`src/hdl/mct_pkg.sv`:
```
`timescale 1ns / 1ps
package mct_pkg;

  localparam int unsigned MAX_DIM       = 4;
  localparam int unsigned DIM_DEF       = 4;
  localparam int unsigned FRAC_BITS_DEF = 16;

  localparam int unsigned ELEM_W = 32;
  localparam int unsigned COL_W  = 2;
  localparam int unsigned PROD_W = 2 * ELEM_W;
  localparam int unsigned PAIR_W = PROD_W + 1;
  localparam int unsigned SUM_W  = PROD_W + 2;

  // input queue between front and back
  localparam int unsigned IQ_DEPTH = 2;
  localparam int unsigned IQ_AW    = $clog2(IQ_DEPTH);

  // result queue at the output
  localparam int unsigned RQ_DEPTH = 4;
  localparam int unsigned RQ_AW    = $clog2(RQ_DEPTH);

  localparam logic ACT_LOAD  = 1'b0;
  localparam logic ACT_XFORM = 1'b1;

  typedef enum logic {
    KIND_LOAD,
    KIND_XFORM
  } kind_e;

  typedef logic [MAX_DIM-1:0][ELEM_W-1:0] vec_t;

  typedef struct packed {
    kind_e            kind;
    logic [COL_W-1:0] column;
    vec_t             elem;
  } cmd_t;

  typedef struct packed {
    logic [COL_W-1:0] column;
    vec_t             res;
    logic             sat;
  } res_t;

endpackage

```
`src/hdl/mct_res_q.sv`:
```
`timescale 1ns / 1ps
module mct_res_q (
  input  logic                      clk_i,
  input  logic                      rst_ni,
  input  logic                      push_i,
  input  mct_pkg::res_t             res_i,
  output logic [mct_pkg::RQ_AW:0]   count_o,
  output logic                      empty_o,
  input  logic                      pop_i,
  output mct_pkg::res_t             res_o
);
  import mct_pkg::*;

  res_t             mem_q [RQ_DEPTH];
  logic [RQ_AW-1:0] wr_ptr_q, rd_ptr_q;
  logic [RQ_AW:0]   count_q, count_d;
  logic             do_pop;

  assign empty_o = (count_q == '0);
  assign count_o = count_q;
  assign res_o   = mem_q[rd_ptr_q];
  assign do_pop  = pop_i & ~empty_o;

  always_comb begin
    count_d = count_q;
    case ({push_i, do_pop})
      2'b10:   count_d = count_q + 1'b1;
      2'b01:   count_d = count_q - 1'b1;
      default: count_d = count_q;
    endcase
  end

  always_ff @(posedge clk_i or negedge rst_ni) begin
    if (!rst_ni) begin
      wr_ptr_q <= '0;
      rd_ptr_q <= '0;
      count_q  <= '0;
    end else begin
      if (push_i) wr_ptr_q <= wr_ptr_q + 1'b1;
      if (do_pop) rd_ptr_q <= rd_ptr_q + 1'b1;
      count_q <= count_d;
    end
  end

  always_ff @(posedge clk_i) begin
    if (push_i) mem_q[wr_ptr_q] <= res_i;
  end

  a_pop_count: assert property (@(posedge clk_i) disable iff (!rst_ni)
    (do_pop && !push_i) |=> (count_q == $past(count_q) - 1'b1))
    else $error("result count did not drop on pop");

endmodule

```
`config.mk`:
```
export PLATFORM = sky130hd
export DESIGN_NAME = mct_res_q
export DESIGN_NICKNAME = d
export VERILOG_FILES = /design/src/hdl/mct_pkg.sv /design/src/hdl/mct_res_q.sv
export SDC_FILE = /design/constraint.sdc
export NUM_CORES = 1
export LEC_CHECK = 0
export ABC_AREA = 1
export BUFFER_PORTS_ARGS = -buffer_cell sky130_fd_sc_hd__buf_2
export CORE_MARGIN = 8
export CORE_UTILIZATION = 55
export DETAILED_ROUTE_END_ITERATION = 10
export GPL_ROUTABILITY_DRIVEN = 0
export PLACE_DENSITY = 0.76
export SETUP_SLACK_MARGIN = 0.15
export SKIP_LAST_GASP = 1
export SYNTH_ARGS = -nofsm -noshare
export SYNTH_HDL_FRONTEND = slang
export SYNTH_SLANG_ARGS = --single-unit
export TNS_END_PERCENT = 50
```
`constraint.sdc`:
```
create_clock -name clk_i -period 8.55 [get_ports clk_i]
set_input_delay 2.1375 -clock clk_i [delete_from_list [all_inputs] [get_ports clk_i]]
set_output_delay 2.1375 -clock clk_i [all_outputs]
set_load 0.02 [all_outputs]
```
Word level (Yosys, flattened, before mapping). Memory sizes are Yosys's and may differ from the RTL's. Index checks and enable logic that the tools add are counted.

Flip-flop bits (word level): 7. Bits in latches: 0. RAM bits: 524. ROM bits: 0. Input port bits: 135. Output and inout port bits: 135. Logic and storage cells: 17. Memories kept: 1.

Add/subtract/negate cells: 4. $mul: 0. Div/mod/pow operators: 0. Magnitude comparators: 0. Equal/unequal tests: 2. Shifts and indexed selects: 0. Muxes and demuxes: 3. Bitwise gates (word level): 2. Reduce and logical (&&, ||, !) cells: 2.

Memory list: mem_q (words 4, width 131, read ports 1, clocked after memory_dff 0, write ports 1, line mct_res_q.sv:14) `res_t mem_q [RQ_DEPTH];`.

Operators with widths (count): case mux 3 bit (2 select lines) (1); adder 2 x 1 -> 2 bit, second input constant (2); adder 3 x 1 -> 3 bit, second input constant (1); logical NOT 3 bit (1); subtractor 3 x 1 -> 3 bit, second input constant (1); == test 2 x 1 -> 1 bit, second input constant (1); == test 2 bit, second input constant (1); 2-to-1 mux 1 bit (2); nonzero test 2 bit (1); bitwise AND 1 bit (1); inverter 1 bit (1).

Logic depth before layout (Yosys ltp).
Depth after elaboration: 5. Mapped depth: 12.

Worst setup path after synthesis. Ideal clock, no wire load.

Path type: input port to flip-flop. From: input push_i. To: memory mem_q[1][0] in the netlist's numbering, enable pin. Setup time: 484 ps. Arrival: 4989 ps. Required time: 8066 ps. Path slack: 3077 ps. Cell stages on the path: 3. Path buffers: 1. Cell sequence: clkbuf_1 -> nand2_1 -> inv_1.

Longest elaborated chain between the ends: 2.

RTL lines: from (decl) (line mct_res_q.sv:5) `input logic push_i,`; 2-to-1 mux 1 bit (line mct_res_q.sv:46) `if (push_i) mem_q[wr_ptr_q] <= res_i;`; 2-to-1 mux 1 bit (implied by the code) (line mct_res_q.sv:46); to (decl) (line mct_res_q.sv:14).

Every way passes these cells.

==> reports/metrics.cfg <==
[pwr]
peakVddDrop_mv=0.344
switching_power_mw=3.52
netSwitchingFraction_pct=38.5
clockPowerShare_pct=23.9
power.density_mw_per_mm2=360
power_frac_seq_pct=39.1
combPwrFrac_pct=37.0
power_leakage_nw=10.4
intPower_mw=5.63

[clock_network]
cts_hold_buf=0
cts_sinks=531
cts_resized=0
numCtsBuffers=52
post_cts_buffers=0
clk_latency_ns=0.59
root_buffer=clkbuf_16
cts.reportedPaths.clkPinSlew_ns=0.06
cts.path.max_buffers=3
cts_tree=built
htreeDepth=2

[worst_setup_path]
cp_max_fo=100
reg2reg_from=wr_ptr_q[0]
critPathSlowestCell=inv_6
crit_chain=inv_6 -> buf_4 -> o211ai_2 -> nand2_1 -> buf_2
critical_path.top_delay_family=buffers and inverters
cp_data_required_time_ns=6.41
arrival_ns=3.23
critPathLaunchType=register
r2r_setup_slack_ns=5.93
r2r-end=mem_q[0][45]
cp_slowest_stage_delay_ns=0.85
endpoint_kind=output pin
rr_worst_depth=5
crit_buf_inv=3
crit_type=reg -> out

[synthesis]
ys_seq_area_share_pct=71.7
syn_inst=1586
yosysUniqueCellTypes=19
syn_area_sq_mm=0.0222
synthesis.nets=1727
avgSynthCellArea_sq_um=14.0
yosysWarnings=0
synth-seq-cells=531

[floorplanning]
rows=73
die_x_um=217
core_sq_mm=0.0397
ios=270
start_util_pct=55.8
die_h_um=217
dieArea_sq_mm=0.0470

[sta]
hold_violations=0
max_freq_mhz=186
period_share_pct=62.8
finalSetupViolCount=0
rsz0062_at_grt=false
fin_crit_ns=5.37
worst_slew_pin_slew_ns=1.16
fin_worst_skew_ns=0.0145
final_max_slew_viol_count=0
whs_ns=0.499
slew-limit-headroom_pct=22.9
fin_setup_tns_ns=0

[cells_and_area]
final_nets=1971
areaGrowthSynthToFinish_pct=14.4
final_common_cell=edfxtp_1
layout-drive-gt1-share_pct=29.8
final_core_util_pct=63.9
final_cell_mix=edfxtp_1 (524), nand2_1 (411), inv_1 (273)

[detailed_routing]
drt_wl_total_mm=45.2
drtPass1Iterations=5
vias=12600
viasPerCell=5.25
detail-route-antenna-nets=0
drc=0
routedWlPerCell_um=18.8
drtIter0Drc=1084

[grt]
grt_antenna_before_repair=8
grt_max_degree=225
overflow=0
grt_pass1_wl_mm=69.7
grt_pass1_vias=12600
grt_util_all_layers_pct=18.7

[min_path]
hp-start=count_o[0]
hold_end=count_o[0]
hold_path_depth=1
holdCritPathClass=reg -> reg

[job]
cap_violations=0

[placement]
io_buffers=269
hpwl_mm=27.2

[run_status]
status=finished, final reports clean

-- worst reg2reg max path, cell delays in order (launching register included) --
cell and delay [ns]:
dfrtp_1 0.42, inv_1 0.09, ha_1 0.14, nand2_1 0.10, inv_6 0.57, buf_4 0.87
-- layout make-up --
class / instances / area, sq um
clock buffer: 55 / 1330
fill: 2859 / 14400
tap: 525 / 657
multi-input combinational: 688 / 4640
sequential: 531 / 15900
antenna: 4 / 10.0
inverter: 279 / 1080
clock inverter: 42 / 304
timing repair buffer: 278 / 1440
-- synth_stat cells --
cell type  count  area [sq um]
clkinv_2       1          5.00
fa_1           1          20.0
o211ai_2     199          2490
nand4_1        1          6.26
nand3_1        4          20.0
o211ai_1      63           473
inv_2          1          3.75
o21ai_0        2          10.0
buf_2         36           180
xor2_1         1          8.76
dfrtp_1        7           175
xnor2_1        1          8.76
ha_1           5          62.6
buf_6         25           282
nand2_1      411          1540
edfxtp_1     524         15700
inv_1        277          1040
clkbuf_1      23          86.3
buf_4          4          30.0
-- sequential cells by signal (all words and copies together), names as in the netlist --
| register | count |
|---|---|
| mem_q | 524 |
| count_o | 3 |
| rd_ptr_q | 2 |
| wr_ptr_q | 2 |
-- layer usage --
layer  track usage (%)  wire [um]  share of wire [%]  vias to the layer above
met2              29.8      21700                 48                      372
met1              24.9      19200                 42                     6135
met3              4.54       3280                7.3                       74
met4              6.67        992                2.2                        8
met5                 0         46               0.10                        -
li1                  -          -                  -                     6024
-- kinds of logic (layout without fill, tap and decap cells) --
kind of cell	Yosys count	in the layout	synth area share [%]
AND/OR/NAND/NOR	416	416	7.07
flip-flops	531	531	71.7
other	0	4	0
adder cells (fa/ha/maj)	6	6	0.372
AO/OA/AOI/OAI	264	264	13.4
buffers and inverters	367	654	7.33
XOR/XNOR	2	2	0.0790
-- power groups by stage --
stage          combinational [mW]  clock, mW  sequential [mW]
2_1_floorplan                2.51          0             3.63
3_5_place_dp                 3.43          0             3.63
6_report                     3.39       2.19             3.57
5_1_grt                      3.68       2.33             3.61
3_3_place_gp                 3.37          0             3.61
4_1_cts                      3.45       2.23             3.58
-- worst max-delay path by stage --
stage | from | to | slack (ns) | cells past startpoint
floorplan | push_i | mem_q[1][0] | 3.08 | 3
global placement | rd_ptr_q[1] | res_o[38] | 3.74 | 5
detailed placement | rd_ptr_q[1] | res_o[55] | 3.70 | 5
CTS | rd_ptr_q[1] | res_o[55] | 3.06 | 5
global route | rd_ptr_q[1] | res_o[55] | 3.01 | 5
finish | rd_ptr_q[1] | res_o[55] | 3.18 | 5
-- through the flow --
stage               area (sq um)  instances  power, mW  worst slack (ns)
floorplan                  22200       1586       6.14              3.08
global placement           23700       2301       6.98              3.74
detailed placement         23700       2301       7.06              3.70
CTS                        25400       2398       9.26              3.06
global route               25400       2402       9.62              3.01
finish                     25400       2402       9.15              3.18
Power figures use the tool's default switching activity.
