## config.mk

```make
export PLATFORM = sky130hd
export DESIGN_NAME = mct_front
export DESIGN_NICKNAME = d
export VERILOG_FILES = /design/src/hdl/mct_pkg.sv /design/src/hdl/mct_front.sv
export SDC_FILE = /design/constraint.sdc
export NUM_CORES = 1
export LEC_CHECK = 0
export ABC_AREA = 1
export ABC_CLOCK_PERIOD_IN_PS = 13820
export BUFFER_PORTS_ARGS = -buffer_cell sky130_fd_sc_hd__buf_2
export CORE_MARGIN = 3
export CORE_UTILIZATION = 49
export DETAILED_ROUTE_END_ITERATION = 12
export HOLD_SLACK_MARGIN = 0.03
export PLACE_DENSITY = 0.84
export RECOVER_POWER = 25
export SLEW_MARGIN = 5
export SYNTH_ARGS = -nofsm -noshare
export SYNTH_HDL_FRONTEND = slang
export SYNTH_SLANG_ARGS = --single-unit
```

## constraint.sdc

```tcl
create_clock -name clk_i -period 13.82 [get_ports clk_i]
set_input_delay 1.382 -clock clk_i [delete_from_list [all_inputs] [get_ports clk_i]]
set_output_delay 1.382 -clock clk_i [all_outputs]
set_load 0.05 [all_outputs]
```

## src/hdl/mct_pkg.sv

```systemverilog
`timescale 1ns / 1ps
package mct_pkg;

  localparam int unsigned MAX_DIM       = 4;
  localparam int unsigned DIM_DEF       = 4;
  localparam int unsigned FRAC_BITS_DEF = 16;

  localparam int unsigned ELEM_W = 32;
  localparam int unsigned COL_W  = 2;
  localparam int unsigned PROD_W = 2 * ELEM_W;
  localparam int unsigned PAIR_W = PROD_W + 1;
  localparam int unsigned SUM_W  = PROD_W + 2;

  // input queue between front and back
  localparam int unsigned IQ_DEPTH = 2;
  localparam int unsigned IQ_AW    = $clog2(IQ_DEPTH);

  // result queue at the output
  localparam int unsigned RQ_DEPTH = 4;
  localparam int unsigned RQ_AW    = $clog2(RQ_DEPTH);

  localparam logic ACT_LOAD  = 1'b0;
  localparam logic ACT_XFORM = 1'b1;

  typedef enum logic {
    KIND_LOAD,
    KIND_XFORM
  } kind_e;

  typedef logic [MAX_DIM-1:0][ELEM_W-1:0] vec_t;

  typedef struct packed {
    kind_e            kind;
    logic [COL_W-1:0] column;
    vec_t             elem;
  } cmd_t;

  typedef struct packed {
    logic [COL_W-1:0] column;
    vec_t             res;
    logic             sat;
  } res_t;

endpackage

```

## src/hdl/mct_front.sv

```systemverilog
`timescale 1ns / 1ps
module mct_front #(
  parameter int unsigned DIM = mct_pkg::DIM_DEF
) (
  input  logic                      clk_i,
  input  logic                      rst_ni,
  input  logic                      push_i,
  output logic                      full_o,
  input  logic                      action_i,
  input  logic [mct_pkg::COL_W-1:0] column_i,
  input  mct_pkg::vec_t             elem_i,
  output logic                      valid_o,
  output mct_pkg::cmd_t             cmd_o,
  input  logic                      take_i
);
  import mct_pkg::*;

  cmd_t             mem_q [IQ_DEPTH];
  logic [IQ_AW-1:0] wr_ptr_q, rd_ptr_q;
  logic [IQ_AW:0]   count_q, count_d;
  logic             accept, keep;
  cmd_t             cmd_in;

  assign full_o  = (count_q == (IQ_AW+1)'(IQ_DEPTH));
  assign valid_o = (count_q != '0);
  assign cmd_o   = mem_q[rd_ptr_q];
  assign accept  = push_i & ~full_o;

  // a load aimed past the matrix size is dropped here
  assign keep = accept & ((action_i == ACT_XFORM) || (32'(column_i) < DIM));

  always_comb begin
    cmd_in.kind   = (action_i == ACT_XFORM) ? KIND_XFORM : KIND_LOAD;
    cmd_in.column = column_i;
    cmd_in.elem   = elem_i;
  end

  always_comb begin
    count_d = count_q;
    case ({keep, take_i})
      2'b10:   count_d = count_q + 1'b1;
      2'b01:   count_d = count_q - 1'b1;
      default: count_d = count_q;
    endcase
  end

  always_ff @(posedge clk_i or negedge rst_ni) begin
    if (!rst_ni) begin
      wr_ptr_q <= '0;
      rd_ptr_q <= '0;
      count_q  <= '0;
    end else begin
      if (keep) wr_ptr_q <= wr_ptr_q + 1'b1;
      if (take_i) rd_ptr_q <= rd_ptr_q + 1'b1;
      count_q <= count_d;
    end
  end

  always_ff @(posedge clk_i) begin
    if (keep) mem_q[wr_ptr_q] <= cmd_in;
  end

  a_take_nonempty: assert property (@(posedge clk_i) disable iff (!rst_ni)
    take_i |-> valid_o)
    else $error("back took from an empty input queue");

endmodule

```

======== After elaboration in Yosys (flattened, before gate mapping) ========
Memories as Yosys holds them, arrays and structs flattened.
Index checks and enable logic that the tools add are counted.
W data, S select, Z words.
storage, ports and cells
  register bits after elaboration ......... 4
  bits in writable memories ............... 262
  bits of input ports ..................... 135
  output and inout bits ................... 133
  word-level logic and storage cells ...... 19
  memories kept ........................... 1
operators by class
  add/sub/neg operators ................... 4
  eq/ne operators ......................... 3
  muxes and demuxes ....................... 4
  bitwise operators ....................... 2
  reductions and logical operators ........ 2
memory list
  memory  depth  width  rd ports  clocked after Yosys merged registers in  wr ports  RTL line         source
  mem_q   2      131    1         0                                        1         mct_front.sv:18  cmd_t mem_q [IQ_DEPTH];
operators by type and width
  kind                   count
  $eq A2 B2 Y1 const B   2
  $pmux W2 S2            1
  $reduce_bool A2 Y1     2
  $mux W1                3
  $add A1 B1 Y1 const B  2
  $add A2 B1 Y2 const B  1
  $eq A2 B1 Y1 const B   1
  $sub A2 B1 Y2 const B  1
  $and A1 B1 Y1          1
  $not A1 Y1             1

======== Logic depth before layout (Yosys ltp) ========
  depth in word-level cells ............... 5
  mapped depth ............................ 8
  gate-level depth less buffers ........... 8

======== Least setup slack after synthesis ========
Ideal clock, no wire load.
  kind .................................... in2reg
  start ................................... input push_i
  end ..................................... memory mem_q[1][0] (netlist name) (enable)
  setup time .............................. 623 ps
  arrival time ............................ 6966 ps
  data required time ...................... 13197 ps
  setup slack ............................. 6230 ps
  stages on the path ...................... 2
  buffers on the path ..................... 0
  cell sequence ........................... o21ai_0 nor2_1
on the way
  longest elaborated chain between the ends .. 3
RTL lines
  what                           RTL line         source
  start: declaration             mct_front.sv:7   input logic push_i,
  $and A1 B1 Y1                  mct_front.sv:27  assign accept = push_i & ~full_o;
  $mux W1                        mct_front.sv:60  if (keep) mem_q[wr_ptr_q] <= cmd_in;
  $mux W1 (implied by the code)  mct_front.sv:60
  end: declaration               mct_front.sv:18
No other way between the ends.

==> flow_summary.json <==
{
  "netlist_area_mm2": 0.0102,
  "grt-busiest-layer": "met2",
  "met3_usage": 0.0542,
  "path_class": "flip-flop to output pin",
  "final-seq-area_mm2": 0.00797,
  "synth.largest_area_cell": "sky130_fd_sc_hd__edfxtp_1",
  "worst_slack_ps": 9590,
  "hold-path-endpoint": "wr_ptr_q",
  "finalClockSkew_ps": 9.99,
  "cts-buffers-inserted": 26,
  "outcome": "complete, no violations",
  "synth_compound_area_frac": 0.0802,
  "maximum_number_of_pins_on_one_net_before_global_route_repair": 122,
  "worst_setup_sp_type": "flip-flop",
  "timing.slew.headroom": 0.270,
  "combinational_family_with_the_most_area_after_synthesis": "buffers and inverters",
  "hp-class": "flip-flop to flip-flop",
  "drc_errors": 0,
  "gr-usage-met1": 0.185,
  "coreArea_mm2": 0.0204,
  "grt_antenna_before_repair": 3,
  "rows": 52,
  "syn_to_final_growth_pct": 22.0,
  "ctsHoldBuffers": 0,
  "tritoncts": "done",
  "fin_crit_ps": 4230,
  "grt_pass1_wl_um": 28800,
  "endpoint_type_of_the_worst_setup_path": "output pin",
  "finalHoldViolations": 0,
  "cts_resized": 0,
  "clockBufferDepth": 3,
  "insertion_delay_ps": 510,
  "placement.io_buffers": 267,
  "synthesis.area_per_instance_um2": 14.3,
  "worstPathRequired_ps": 12440,
  "vias": 6083,
  "timing.final.max_slew_violations": 0,
  "netlist-cell-type-count": 18,
  "critical_path.max_fanout": 94,
  "drt_wl_total_um": 19100,
  "multi_input_area_mm2": 0.00140,
  "clock_tree.root_cell": "sky130_fd_sc_hd__clkbuf_16",
  "critical_path.reg2reg.endpoint": "mem_q[1][66]",
  "grt_pass1_vias": 5972,
  "vias_per_cell": 4.78,
  "synthDominantCellAreaShare": 0.772,
  "setup-tns-final_ps": 0,
  "post_synth_main_area_contributors": "sky130_fd_sc_hd__edfxtp_1 77%, sky130_fd_sc_hd__inv_1 5.1%, sky130_fd_sc_hd__nand2_1 5.1%",
  "synth_fa_ha_area_frac": 0.00123,
  "r2r_start": "count_q[1]",
  "wire_per_inst_um": 15.0,
  "worst_hold_startpoint": "wr_ptr_q",
  "route.antenna.remaining_nets": 0,
  "dp_hpwl_um": 12800,
  "floorplan.io_pins": 268,
  "grt_setup_unrepaired": "false",
  "drtIter0Drc": 305,
  "reg2reg_setup_slack_ps": 11000,
  "drive_above_1_share": 0.334,
  "post_synth_xor_area_fraction": 0.00172,
  "syn_inst": 711,
  "routabilityCongestion": 0.770,
  "synth_mux_area_frac": 0,
  "synth_simple_gate_area_share": 0.0531,
  "post_cts_buffers": 0,
  "die_w_um": 150,
  "timing.final.setup_violations": 0,
  "synth_fp_nets": 847,
  "cts.htree.levels": 1,
  "clock_sinks": 266,
  "max_clock_freq_ghz": 0.236,
  "overflow": 0,
  "die_area_mm2": 0.0226,
  "ff2ff_path_depth": 5,
  "cap_violations": 0,
  "seq_total_area_yosys": 0.781,
  "initial_core_util": 0.501,
  "place_ws_ps": 10010,
  "yosys_warn_count": 0,
  "holdPathStages": 2,
  "hold_ws_ps": 493,
  "worstPathArrival_ps": 2850,
  "layout.filler_cells": 1528,
  "layout_worst_path_cycle_share": 0.306,
  "floorplan.die.height_um": 150,
  "met2_routing_resource_usage_after_global_routing": 0.283,
  "yosys_reg_bits": 266,
  "global_route_total_usage_across_every_layer": 0.161,
  "fin_nets": 1118,
  "worstMarginPinSlew_ps": 1090,
  "drt_first_pass_iters": 5,
  "clock_transition_at_the_registers_of_the_reported_paths_ps": 60
}
## cells in the mapped netlist
library cell and n:
sky130_fd_sc_hd__xor2_1 1, sky130_fd_sc_hd__buf_4 3, sky130_fd_sc_hd__ha_1 1, sky130_fd_sc_hd__buf_8 1
sky130_fd_sc_hd__nor2_1 2, sky130_fd_sc_hd__nand3_1 2, sky130_fd_sc_hd__nand2_1 138, sky130_fd_sc_hd__dfrtp_1 4
sky130_fd_sc_hd__clkbuf_1 9, sky130_fd_sc_hd__buf_6 8, sky130_fd_sc_hd__inv_1 138, sky130_fd_sc_hd__o21ai_2 42
sky130_fd_sc_hd__o21ai_0 86, sky130_fd_sc_hd__edfxtp_1 262, sky130_fd_sc_hd__nand4_1 1, sky130_fd_sc_hd__o21ai_1 4
sky130_fd_sc_hd__xnor2_1 1, sky130_fd_sc_hd__buf_12 8
## layout make-up
| class | instances | share of cell area |
|---|---|---|
| flip-flops and latches | 266 | 0.641 |
| multi-input cells | 278 | 0.112 |
| repair buffers | 272 | 0.109 |
| clock buffers | 37 | 0.0589 |
| inverters | 138 | 0.0420 |
| well taps | 270 | 0.0272 |
| clock inverters | 11 | 0.0102 |
| diodes | 1 | 0.000201 |
## cell usage in the layout, fill, tap and decap left out, types with 2 or more instances in the layout
master and n:
sky130_fd_sc_hd__edfxtp_1 262, sky130_fd_sc_hd__buf_2 248, sky130_fd_sc_hd__nand2_1 138, sky130_fd_sc_hd__inv_1 137, sky130_fd_sc_hd__o21ai_0 86, sky130_fd_sc_hd__o21ai_2 42
sky130_fd_sc_hd__clkbuf_16 27, sky130_fd_sc_hd__clkbuf_1 26, sky130_fd_sc_hd__clkinv_2 5, sky130_fd_sc_hd__buf_4 5, sky130_fd_sc_hd__o21ai_1 4, sky130_fd_sc_hd__clkinv_1 3
sky130_fd_sc_hd__bufinv_16 3, sky130_fd_sc_hd__dfrtp_1 3, sky130_fd_sc_hd__nand3_1 2, sky130_fd_sc_hd__clkbuf_8 2
## flip-flops by register name, summed over array words and instances (netlist names)
signal and cells:
wr_ptr_q 1, rd_ptr_q 1, mem_q 262, count_q 2
## how the worst max path moves through the flow
stage	startpoint	end	slack (ps)	depth (start not counted)
CTS	rd_ptr_q	cmd_o[35]	9570	3
global placement	push_i	mem_q[1][100]	10040	5
detailed placement	push_i	mem_q[1][100]	10010	5
finish	rd_ptr_q	cmd_o[76]	9590	4
floorplan	push_i	mem_q[1][0]	6230	2
global route	rd_ptr_q	cmd_o[35]	9360	4
## cell families after synthesis
kind of cell,count (synthesis)
adder cells (fa/ha/maj),1
buffers and inverters,167
AO/OA/AOI/OAI,132
AND/OR/NAND/NOR,143
flip-flops,266
XOR/XNOR,2
## critical path, cell delays in order, from the launching register on
cell	delay, ps
sky130_fd_sc_hd__dfrtp_4	770
sky130_fd_sc_hd__buf_4	880
sky130_fd_sc_hd__nand2_1	150
sky130_fd_sc_hd__o21ai_2	130
sky130_fd_sc_hd__buf_2	290
## routing by layer
layer	wire, um	share of wire	up-vias
li1	-	-	2958
met3	1770	0.092	40
met1	6960	0.36	2853
met2	9920	0.52	226
met4	458	0.024	6
met5	41	0.0021	-
## through the flow
stage	utilization	instances	cell area (um^2)
6_report	0.611	1273	12400
5_1_grt	0.611	1272	12400
4_1_cts	0.612	1272	12500
3_5_place_dp	0.570	1224	11600
3_3_place_gp	0.570	1224	11600
2_1_floorplan	-	711	10200
Power is left out: the tool's default activity adds up to more than one toggle a clock period on the data nets, which glitch-free logic cannot reach.
